**src/bsui_pkg.sv**
```systemverilog
// ----------------------------------------------------------------------------
// bsui_pkg
// Shared types and constants of the bounded set union / intersection core.
// ----------------------------------------------------------------------------
package bsui_pkg;

   localparam int CAPACITY    = 32;
   localparam int DATA_W      = 32;
   localparam int OP_W        = 2;
   localparam int QUEUE_DEPTH = 4;

   localparam logic [OP_W-1:0] OP_LOAD_A  = 2'd0;
   localparam logic [OP_W-1:0] OP_LOAD_B  = 2'd1;
   localparam logic [OP_W-1:0] OP_COMPUTE = 2'd2;

   localparam logic MODE_UNION     = 1'b0;
   localparam logic MODE_INTERSECT = 1'b1;

   typedef enum logic [1:0] {
      KIND_LOAD_A,
      KIND_LOAD_B,
      KIND_COMPUTE
   } kind_type;

   typedef struct packed {
      kind_type          kind;
      logic [DATA_W-1:0] value;
   } cmd_type;

   typedef struct packed {
      logic    valid;
      cmd_type cmd;
   } cmd_beat_type;

   typedef enum logic [2:0] {
      ST_IDLE,
      ST_NEXT,
      ST_KEY,
      ST_SCAN,
      ST_DECIDE,
      ST_EMIT_RD,
      ST_EMIT_WR,
      ST_EMPTY
   } state_type;

endpackage

```
**src/bsui_ram.sv**
```systemverilog
// ----------------------------------------------------------------------------
// bsui_ram
// Generic single write port, single read port RAM with registered read.
// ----------------------------------------------------------------------------
module bsui_ram #(
   parameter int WIDTH = 32,
   parameter int DEPTH = 32,
   parameter int ADDR_W = (DEPTH > 1) ? $clog2(DEPTH) : 1
) (
   input  logic              clock,
   input  logic              we,
   input  logic [ADDR_W-1:0] waddr,
   input  logic [WIDTH-1:0]  wdata,
   input  logic [ADDR_W-1:0] raddr,
   output logic [WIDTH-1:0]  rdata
);

   logic [WIDTH-1:0] mem_ff [DEPTH];
   logic [WIDTH-1:0] rdata_ff;

   always_ff @(posedge clock) begin
      if (we) begin
         mem_ff[waddr] <= wdata;
      end
      rdata_ff <= mem_ff[raddr];
   end

   assign rdata = rdata_ff;

endmodule

```
**src/bsui_front.sv**
```systemverilog
// ----------------------------------------------------------------------------
// bsui_front
// Accepts request items, classifies the operation and drops unused codes.
// ----------------------------------------------------------------------------
module bsui_front (
   input  logic                              req_tvalid,
   output logic                              req_tready,
   input  logic [bsui_pkg::DATA_W-1:0]       req_tdata,
   input  logic [bsui_pkg::OP_W-1:0]         req_tuser,
   input  logic                              queue_full,
   output bsui_pkg::cmd_beat_type            push
);
   import bsui_pkg::*;

   logic     known;
   kind_type kind;

   always_comb begin
      known = 1'b1;
      kind  = KIND_LOAD_A;
      case (req_tuser)
         OP_LOAD_A:  kind = KIND_LOAD_A;
         OP_LOAD_B:  kind = KIND_LOAD_B;
         OP_COMPUTE: kind = KIND_COMPUTE;
         default:    known = 1'b0;
      endcase
   end

   assign req_tready     = !queue_full;
   assign push.valid     = req_tvalid && !queue_full && known;
   assign push.cmd.kind  = kind;
   assign push.cmd.value = req_tdata;

endmodule

```
**src/bsui_fifo.sv**
```systemverilog
// ----------------------------------------------------------------------------
// bsui_fifo
// Short command queue between the front and the back part.
// ----------------------------------------------------------------------------
module bsui_fifo (
   input  logic                   clock,
   input  logic                   reset,
   input  bsui_pkg::cmd_beat_type push,
   output logic                   full,
   output bsui_pkg::cmd_beat_type head,
   input  logic                   pop
);
   import bsui_pkg::*;

   localparam int PTR_W = (QUEUE_DEPTH > 1) ? $clog2(QUEUE_DEPTH) : 1;
   localparam int CNT_W = $clog2(QUEUE_DEPTH + 1);
   localparam logic [CNT_W-1:0] DEPTH_C = CNT_W'(QUEUE_DEPTH);
   localparam logic [PTR_W-1:0] LAST_C  = PTR_W'(QUEUE_DEPTH - 1);

   cmd_type          mem_ff [QUEUE_DEPTH];
   logic [PTR_W-1:0] wr_ptr_ff, wr_ptr_in;
   logic [PTR_W-1:0] rd_ptr_ff, rd_ptr_in;
   logic [CNT_W-1:0] count_ff, count_in;
   logic             do_push, do_pop;

   always_comb begin
      do_push   = push.valid && (count_ff != DEPTH_C);
      do_pop    = pop && (count_ff != '0);
      wr_ptr_in = wr_ptr_ff;
      rd_ptr_in = rd_ptr_ff;
      count_in  = count_ff;
      if (do_push) begin
         wr_ptr_in = (wr_ptr_ff == LAST_C) ? '0 : wr_ptr_ff + 1'b1;
      end
      if (do_pop) begin
         rd_ptr_in = (rd_ptr_ff == LAST_C) ? '0 : rd_ptr_ff + 1'b1;
      end
      if (do_push && !do_pop) begin
         count_in = count_ff + 1'b1;
      end else if (!do_push && do_pop) begin
         count_in = count_ff - 1'b1;
      end
   end

   always_ff @(posedge clock) begin
      if (reset) begin
         wr_ptr_ff <= '0;
         rd_ptr_ff <= '0;
         count_ff  <= '0;
      end else begin
         wr_ptr_ff <= wr_ptr_in;
         rd_ptr_ff <= rd_ptr_in;
         count_ff  <= count_in;
      end
   end

   always_ff @(posedge clock) begin
      if (do_push) begin
         mem_ff[wr_ptr_ff] <= push.cmd;
      end
   end

   assign full       = (count_ff == DEPTH_C);
   assign head.valid = (count_ff != '0);
   assign head.cmd   = mem_ff[rd_ptr_ff];

endmodule

```
**src/bsui_back.sv**
```systemverilog
// ----------------------------------------------------------------------------
// bsui_back
// Executes queued commands: list loads, result build by element scans, emit.
// ----------------------------------------------------------------------------
module bsui_back #(
   parameter int CAPACITY = bsui_pkg::CAPACITY
) (
   input  logic                          clock,
   input  logic                          reset,
   input  logic                          csr_we,
   input  logic                          csr_wdata,
   input  bsui_pkg::cmd_beat_type        head,
   output logic                          pop,
   output logic                          rsp_tvalid,
   input  logic                          rsp_tready,
   output logic [bsui_pkg::DATA_W-1:0]   rsp_tdata,
   output logic                          rsp_tlast,
   output logic                          rsp_tuser
);
   import bsui_pkg::*;

   localparam int CNT_W  = $clog2(CAPACITY + 1);
   localparam int ADDR_W = (CAPACITY > 1) ? $clog2(CAPACITY) : 1;
   localparam logic [CNT_W-1:0] CAP_C = CNT_W'(CAPACITY);

   state_type         state_ff, state_in;
   logic [CNT_W-1:0]  count_a_ff, count_a_in;
   logic [CNT_W-1:0]  count_b_ff, count_b_in;
   logic              mode_ff, mode_in;
   logic              op_mode_ff, op_mode_in;
   logic              phase_ff, phase_in;
   logic [CNT_W-1:0]  idx_ff, idx_in;
   logic [CNT_W-1:0]  scan_ff, scan_in;
   logic              pend_ff, pend_in;
   logic              found_ff, found_in;
   logic [DATA_W-1:0] key_ff, key_in;
   logic [CNT_W-1:0]  res_n_ff, res_n_in;
   logic [CNT_W-1:0]  emit_ff, emit_in;
   logic              rsp_valid_ff, rsp_valid_in;
   logic [DATA_W-1:0] rsp_data_ff, rsp_data_in;
   logic              rsp_last_ff, rsp_last_in;
   logic              rsp_empty_ff, rsp_empty_in;

   logic              a_we, b_we, r_we;
   logic [ADDR_W-1:0] b_raddr, r_raddr;
   logic [DATA_W-1:0] a_rdata, b_rdata, r_rdata, scan_rdata;
   logic [CNT_W-1:0]  limit, emit_next;
   logic              rsp_free, load_rsp, keep;

   bsui_ram #(.WIDTH(DATA_W), .DEPTH(CAPACITY)) u_list_a (
      .clock (clock),
      .we    (a_we),
      .waddr (count_a_ff[ADDR_W-1:0]),
      .wdata (head.cmd.value),
      .raddr (idx_ff[ADDR_W-1:0]),
      .rdata (a_rdata)
   );

   bsui_ram #(.WIDTH(DATA_W), .DEPTH(CAPACITY)) u_list_b (
      .clock (clock),
      .we    (b_we),
      .waddr (count_b_ff[ADDR_W-1:0]),
      .wdata (head.cmd.value),
      .raddr (b_raddr),
      .rdata (b_rdata)
   );

   bsui_ram #(.WIDTH(DATA_W), .DEPTH(CAPACITY)) u_result (
      .clock (clock),
      .we    (r_we),
      .waddr (res_n_ff[ADDR_W-1:0]),
      .wdata (key_ff),
      .raddr (r_raddr),
      .rdata (r_rdata)
   );

   assign b_raddr = (state_ff == ST_SCAN) ? scan_ff[ADDR_W-1:0] : idx_ff[ADDR_W-1:0];
   assign r_raddr = (state_ff == ST_EMIT_RD || state_ff == ST_EMIT_WR) ?
                    emit_ff[ADDR_W-1:0] : scan_ff[ADDR_W-1:0];
   assign scan_rdata = (op_mode_ff == MODE_UNION) ? r_rdata : b_rdata;
   assign limit      = (op_mode_ff == MODE_INTERSECT) ? count_b_ff :
                       (phase_ff ? res_n_ff : '0);
   assign emit_next  = emit_ff + 1'b1;
   assign rsp_free   = !rsp_valid_ff || rsp_tready;
   assign keep       = (op_mode_ff == MODE_UNION) ? !found_ff : found_ff;

   always_comb begin
      state_in     = state_ff;
      count_a_in   = count_a_ff;
      count_b_in   = count_b_ff;
      mode_in      = csr_we ? csr_wdata : mode_ff;
      op_mode_in   = op_mode_ff;
      phase_in     = phase_ff;
      idx_in       = idx_ff;
      scan_in      = scan_ff;
      pend_in      = pend_ff;
      found_in     = found_ff;
      key_in       = key_ff;
      res_n_in     = res_n_ff;
      emit_in      = emit_ff;
      rsp_data_in  = rsp_data_ff;
      rsp_last_in  = rsp_last_ff;
      rsp_empty_in = rsp_empty_ff;
      load_rsp     = 1'b0;
      pop          = 1'b0;
      a_we         = 1'b0;
      b_we         = 1'b0;
      r_we         = 1'b0;
      case (state_ff)
         ST_IDLE: begin
            if (head.valid) begin
               pop = 1'b1;
               case (head.cmd.kind)
                  KIND_LOAD_A: begin
                     if (count_a_ff < CAP_C) begin
                        a_we       = 1'b1;
                        count_a_in = count_a_ff + 1'b1;
                     end
                  end
                  KIND_LOAD_B: begin
                     if (count_b_ff < CAP_C) begin
                        b_we       = 1'b1;
                        count_b_in = count_b_ff + 1'b1;
                     end
                  end
                  KIND_COMPUTE: begin
                     op_mode_in = mode_ff;
                     phase_in   = 1'b0;
                     idx_in     = '0;
                     res_n_in   = '0;
                     state_in   = ST_NEXT;
                  end
                  default: ;
               endcase
            end
         end
         ST_NEXT: begin
            emit_in = '0;
            if (!phase_ff) begin
               if (idx_ff == count_a_ff) begin
                  if (op_mode_ff == MODE_UNION) begin
                     phase_in = 1'b1;
                     idx_in   = '0;
                  end else begin
                     state_in = (res_n_ff == '0) ? ST_EMPTY : ST_EMIT_RD;
                  end
               end else begin
                  state_in = ST_KEY;
               end
            end else begin
               if (idx_ff == count_b_ff || res_n_ff == CAP_C) begin
                  state_in = (res_n_ff == '0) ? ST_EMPTY : ST_EMIT_RD;
               end else begin
                  state_in = ST_KEY;
               end
            end
         end
         ST_KEY: begin
            key_in   = phase_ff ? b_rdata : a_rdata;
            idx_in   = idx_ff + 1'b1;
            scan_in  = '0;
            pend_in  = 1'b0;
            found_in = 1'b0;
            state_in = ST_SCAN;
         end
         ST_SCAN: begin
            if (pend_ff && scan_rdata == key_ff) begin
               found_in = 1'b1;
            end
            if (scan_ff < limit && !found_ff) begin
               scan_in = scan_ff + 1'b1;
               pend_in = 1'b1;
            end else begin
               pend_in = 1'b0;
            end
            if (found_ff || (scan_ff == limit && !pend_ff)) begin
               state_in = ST_DECIDE;
            end
         end
         ST_DECIDE: begin
            if (keep) begin
               r_we     = 1'b1;
               res_n_in = res_n_ff + 1'b1;
            end
            state_in = ST_NEXT;
         end
         ST_EMIT_RD: begin
            state_in = ST_EMIT_WR;
         end
         ST_EMIT_WR: begin
            if (rsp_free) begin
               load_rsp     = 1'b1;
               rsp_data_in  = r_rdata;
               rsp_last_in  = (emit_next == res_n_ff);
               rsp_empty_in = 1'b0;
               emit_in      = emit_next;
               if (emit_next == res_n_ff) begin
                  count_a_in = '0;
                  count_b_in = '0;
                  state_in   = ST_IDLE;
               end else begin
                  state_in = ST_EMIT_RD;
               end
            end
         end
         ST_EMPTY: begin
            if (rsp_free) begin
               load_rsp     = 1'b1;
               rsp_data_in  = '0;
               rsp_last_in  = 1'b1;
               rsp_empty_in = 1'b1;
               count_a_in   = '0;
               count_b_in   = '0;
               state_in     = ST_IDLE;
            end
         end
         default: state_in = ST_IDLE;
      endcase
      rsp_valid_in = load_rsp ? 1'b1 : (rsp_tready ? 1'b0 : rsp_valid_ff);
   end

   always_ff @(posedge clock) begin
      if (reset) begin
         state_ff     <= ST_IDLE;
         count_a_ff   <= '0;
         count_b_ff   <= '0;
         mode_ff      <= MODE_UNION;
         rsp_valid_ff <= 1'b0;
      end else begin
         state_ff     <= state_in;
         count_a_ff   <= count_a_in;
         count_b_ff   <= count_b_in;
         mode_ff      <= mode_in;
         rsp_valid_ff <= rsp_valid_in;
      end
   end

   always_ff @(posedge clock) begin
      op_mode_ff   <= op_mode_in;
      phase_ff     <= phase_in;
      idx_ff       <= idx_in;
      scan_ff      <= scan_in;
      pend_ff      <= pend_in;
      found_ff     <= found_in;
      key_ff       <= key_in;
      res_n_ff     <= res_n_in;
      emit_ff      <= emit_in;
      rsp_data_ff  <= rsp_data_in;
      rsp_last_ff  <= rsp_last_in;
      rsp_empty_ff <= rsp_empty_in;
   end

   assign rsp_tvalid = rsp_valid_ff;
   assign rsp_tdata  = rsp_data_ff;
   assign rsp_tlast  = rsp_last_ff;
   assign rsp_tuser  = rsp_empty_ff;

`ifndef NO_ASSERTIONS
   a_counts_bounded: assert property (@(posedge clock) disable iff (reset)
      count_a_ff <= CAP_C && count_b_ff <= CAP_C)
      else $error("list count above capacity");

   a_result_bounded: assert property (@(posedge clock) disable iff (reset)
      (state_ff != ST_IDLE) |-> res_n_ff <= CAP_C)
      else $error("result count above capacity");

   a_empty_item: assert property (@(posedge clock) disable iff (reset)
      (rsp_valid_ff && rsp_empty_ff) |-> (rsp_last_ff && rsp_data_ff == '0))
      else $error("empty item not last or not zero");

   a_a_phase_kept: assert property (@(posedge clock) disable iff (reset)
      (state_ff == ST_DECIDE && op_mode_ff == MODE_UNION && !phase_ff) |-> !found_ff)
      else $error("union dropped an element of list a");
`endif

endmodule

```
**src/bounded_set_union_intersection_core.sv**
```systemverilog
// ----------------------------------------------------------------------------
// bounded_set_union_intersection_core
// Loads two bounded lists and emits their union or intersection on demand.
// ----------------------------------------------------------------------------
// req channel: tuser carries the operation (load a, load b, compute), tdata
//   the element; unused operation codes are taken and dropped
// rsp channel: one item per result element, tlast on the final one, tuser
//   set on the single zero item that reports an empty result
// csr_we / csr_wdata write the mode bit (0 union, 1 intersection)
// items pass a four entry queue into the execution part, so the request side
//   keeps taking items while a result waits on a stalled receiver, until the queue is full
// a load is written into its list ram in the same cycle as it leaves the queue
// a compute takes each element of list a (in union mode then list b), scans it
//   against list b (intersection) or the result so far (union; list a elements
//   are kept without a scan), keeps or drops it, then emits the result items
//   one by one; the single read port of each list ram paces these steps
// a stalled receiver holds the output register and the compute pauses there
// reset empties both lists and the queue, sets union mode, no clearing pass
// ----------------------------------------------------------------------------
module bounded_set_union_intersection_core #(
   parameter int CAPACITY = bsui_pkg::CAPACITY
) (
   input  logic                        clock,
   input  logic                        reset,
   input  logic                        req_tvalid,
   output logic                        req_tready,
   input  logic [bsui_pkg::DATA_W-1:0] req_tdata,   // value
   input  logic [bsui_pkg::OP_W-1:0]   req_tuser,   // operation
   output logic                        rsp_tvalid,
   input  logic                        rsp_tready,
   output logic [bsui_pkg::DATA_W-1:0] rsp_tdata,   // value_res
   output logic                        rsp_tlast,
   output logic                        rsp_tuser,   // empty_res
   input  logic                        csr_we,
   input  logic                        csr_wdata
);
   import bsui_pkg::*;

   cmd_beat_type push;
   cmd_beat_type head;
   logic         queue_full;
   logic         pop;

   bsui_front u_front (
      .req_tvalid (req_tvalid),
      .req_tready (req_tready),
      .req_tdata  (req_tdata),
      .req_tuser  (req_tuser),
      .queue_full (queue_full),
      .push       (push)
   );

   bsui_fifo u_fifo (
      .clock (clock),
      .reset (reset),
      .push  (push),
      .full  (queue_full),
      .head  (head),
      .pop   (pop)
   );

   bsui_back #(.CAPACITY(CAPACITY)) u_back (
      .clock      (clock),
      .reset      (reset),
      .csr_we     (csr_we),
      .csr_wdata  (csr_wdata),
      .head       (head),
      .pop        (pop),
      .rsp_tvalid (rsp_tvalid),
      .rsp_tready (rsp_tready),
      .rsp_tdata  (rsp_tdata),
      .rsp_tlast  (rsp_tlast),
      .rsp_tuser  (rsp_tuser)
   );

endmodule

```
**config.mk**
```make
export PLATFORM = sky130hd
export DESIGN_NAME = bounded_set_union_intersection_core
export DESIGN_NICKNAME = d
export VERILOG_FILES = /design/src/bsui_pkg.sv /design/src/bsui_ram.sv /design/src/bsui_front.sv /design/src/bsui_fifo.sv /design/src/bsui_back.sv /design/src/bounded_set_union_intersection_core.sv
export SDC_FILE = /design/constraint.sdc
export NUM_CORES = 2
export LEC_CHECK = 0
export BUFFER_PORTS_ARGS = -buffer_cell sky130_fd_sc_hd__buf_2
export CORE_MARGIN = 10
export CORE_UTILIZATION = 30
export CTS_BUF_LIST = sky130_fd_sc_hd__clkbuf_8
export CTS_CLUSTER_DIAMETER = 50
export CTS_CLUSTER_SIZE = 8
export DETAILED_ROUTE_END_ITERATION = 10
export HOLD_SLACK_MARGIN = 0.05
export PLACE_DENSITY = 0.44
export SETUP_SLACK_MARGIN = 0.02
export SYNTH_ARGS = -nofsm -noshare
export SYNTH_HDL_FRONTEND = slang
export SYNTH_SLANG_ARGS = --single-unit
```
**constraint.sdc**
```tcl
create_clock -name clock -period 5.7 [get_ports clock]
set_input_delay 0.285 -clock clock [delete_from_list [all_inputs] [get_ports clock]]
set_output_delay 0.285 -clock clock [all_outputs]
set_load 0.02 [all_outputs]
```
==> metrics.txt <==
status complete, no violations; routability congestion estimate 0.792; Final Max Slew Viols 0; clock latency on the worst-skew pair 1200 ps; power consumption 71.8 mW; Setup Crit Path Kind reg -> reg; setup repair after global routing missed its margin no; reg2reg path depth 6; TritonCTS Buffers 524; Hold Fails Final Rpt 0; flop and latch count out of synthesis 3424; largest fanout of any net on the critical path 32; synthesized netlist cell count approximately 7600; final routed wire length divided by cell count 29.8 um; met1 WL 186000 um; Area Growth Syn to Fin 14.1%; floorplan core area 449000 sq um; H-Tree Level Count 6; portion of the post-synthesis area used by sequential elements 75.0%; distinct cell type count after synthesis slightly above 60; maximum number of pins on one net before global-route repair 115; destination of the worst hold path u_back.count_b_ff[4]$_SDFFE_PP0P_; clock sink total between 3000 and 4000; FFs w/ async S/R, synth 0%; number of detailed-route iterations in the first pass 5; vertical die dimension 692 um; number of top-level design ports 76; detailed-route DRC error count 0; # Max-Cap Violations 0; most used cells in the layout excluding fill and tap cells 3302 x edfxtp_1, 1300 x nand2_1, 686 x mux4_2; Rel. slew slack approximately 15%; synthesized netlist net count 7674; Data arrival, critical path 5420 ps; Mapped Avg Cell Area 17.8 sq um; library cell with the largest summed area after synthesis edfxtp_1; number of global-route vias before repair 75100; max frequency 226 MHz; final core area utilization 34.4%; Slew @ Worst Pin 1280 ps; routed via count divided by cell count 5.13; post-detailed-route count of antenna-violating nets 0; Initial Utilization 30.1%; setup repair bufs after CTS 0; minimum period implied by the final worst setup slack 4420 ps; most area-consuming cells after synthesis edfxtp_1 73%, mux4_2 11%, nand2_1 3.6%; pwr dens ~460 nW/um^2; DRT Wirelength ~430000 um; number of setup violations in the final report 0; GRT Resource Usage Total 17.3%; worst-case vdd ir drop 320 uV; first-pass GRT wire length 597000 um; number of resized instances in the post-cts repair step 0; Std-Cell Rows 246; Hold Crit Class in -> reg; worst r2r dst u_back.u_list_b.rdata[3]$_DFF_P_; sum of met3 wire segment lengths after detailed routing roughly 25000 um; share of layout cells above drive strength 1 22.3%; number of nets in the finished design 8187; number of design-rule violations left by the first detailed-router iteration 7585; most common flop cell mapped by yosys edfxtp_1; Clock transition at path regs 70 ps; Hold Crit Depth 4; leading cell type in the layout, fill and taps excluded edfxtp_1; period utilisation layout 77.5%; setup TNS 0 ps; type of destination of the critical path flop; total vias in the final route around 74000; quantity of I/O buffers inserted on ports 75; post-route insts no fill approximately 14000; worst clock skew on the final layout ~140 ps; beginning of the worst hold path reset; Overflow after GRT 0; Met2 Routed Length 205000 um; fraction of post-synthesis cell area in the top cell type by area 73.2%; EDFF count, synth 3302; clock tree root driver cell clkbuf_8; required time of the worst setup path about 6700 ps; clock tree from TritonCTS yes; half-perimeter wire length of the detailed placement result ~260000 um; highest routing layer actually used met5; total die area 479000 sq um; R2R setup slack 1280 ps; total of warnings raised by yosys 0; cell count after placement between 10000 and 15000; width of the die 692 um; initial antenna violation count 49; post-synthesis instance area 135000 sq um; start of the worst register-to-register path u_back.state_ff[1]$_SDFFE_PP0P_; Static Leak 49.5 nW; buffer levels on the longest clock path 4; startpoint types flop
==> cell usage after synthesis, types with 45 or more instances <==
library cell     n
a31oi_1         45
mux2i_1        200
nand3_1        422
a21oi_1        196
nand2_1       1300
buf_1           73
nor3_1          56
nor2_1         201
clkbuf_1       258
mux4_2         686
buf_2          102
dfxtp_1        122
edfxtp_1      3302
a32oi_1        156
==> cells by family (layout without fill, tap and decap cells) <==
group | after synthesis | in the layout | share of synthesized area, %
flip-flops | 3424 | 3424 | 75.0
AND/OR/NAND/NOR | 2206 | 2206 | 7.13
multiplexers | 926 | 926 | 13.3
buffers and inverters | 477 | 1252 | 1.50
AO/OA/AOI/OAI | 475 | 475 | 2.34
XOR/XNOR | 70 | 70 | 0.473
adder cells (fa/ha/maj) | 28 | 28 | 0.264
other | 0 | 16 | 0
==> cell type report <==
cell class,count,area [sq um]
diodes,16,40.0
clock buffers,554,7620
clock inverters,234,1290
fillers,42600,295000
inverters,25,98.8
multi-input cells,3705,32700
flip-flops and latches,3424,102000
well taps,5952,7450
repair buffers,439,3610
==> per-stage QoR <==
step                hold WS (ps)  cell area, sq um  setup slack (ps)
floorplan                    364            135000              1500
global placement             484            145000              1420
detailed placement           508            145000              1430
CTS                          116            154000              1360
global route                 212            154000              1200
finish                       267            154000              1280
==> state kept, by name, indices dropped and copies added, names as in the netlist, 2 cells and up, named ones only <==
signal and cells:
u_back.u_list_a.mem_ff 1024, u_back.u_list_b.mem_ff 1024, u_back.u_list_a.rdata 32, u_back.state_ff 3, u_back.scan_ff 6, u_fifo.rd_ptr_ff 2
u_back.rsp_tdata 32, u_back.count_b_ff 6, u_back.key_ff 32, u_fifo.wr_ptr_ff 2, u_back.emit_ff 6, u_back.idx_ff 6
u_fifo.count_ff 3, u_back.u_result.rdata 32, u_back.res_n_ff 6, u_fifo.mem_ff 136, u_back.count_a_ff 6, u_back.u_list_b.rdata 32
u_back.u_result.mem_ff 1024
==> worst max-delay path by stage <==
stage | from | to | slack (ps) | cells after the start
floorplan | u_back.op_mode_ff$_DFFE_PP_ | u_back.u_result.mem_ff[0][0]$_DFFE_PP_ | 1500 | 5
global placement | flop | u_back.u_list_a.mem_ff[15][23]$_DFFE_PP_ | 1420 | 7
detailed placement | flop | u_back.u_list_a.mem_ff[19][6]$_DFFE_PP_ | 1430 | 7
CTS | flop | u_back.u_list_a.mem_ff[12][11]$_DFFE_PP_ | 1360 | 7
global route | u_back.state_ff[2]$_SDFFE_PP0P_ | u_back.u_list_b.rdata[28]$_DFF_P_ | 1200 | 7
finish | u_back.state_ff[1]$_SDFFE_PP0P_ | u_back.u_list_b.rdata[3]$_DFF_P_ | 1280 | 6
==> power breakdown <==
| group | switching (mW) | internal [mW] |
|---|---|---|
| combinational | 14.1 | 6.78 |
| clock | 9.64 | 9.12 |
| sequential | 1.41 | 30.7 |
| total | 25.2 | 46.6 |
==> routing by layer <==
| metal | vias up | global-route usage (%) |
|---|---|---|
| met3 | 575 | 2.60 |
| met5 | - | 0 |
| li1 | 31000 | - |
| met2 | 2508 | 28.3 |
| met1 | 39500 | 23.9 |
| met4 | 2 | 4.97 |
==> repair_timing <==
action / 4_1_cts / 5_1_grt
endpoints found under the setup margin: 0 / 0
hold endpoints to repair: 162 / 0
hold buffers: 76 / 0
==> worst max-delay path, stage by stage (launching register included) <==
cell and delay (ps):
dfxtp_1 640, nand3b_4 540, o21ai_1 1090, nand2_1 890, buf_4 390, a21oi_1 520, nor4_2 130
Note: power is estimated with default switching activity, not from simulation.
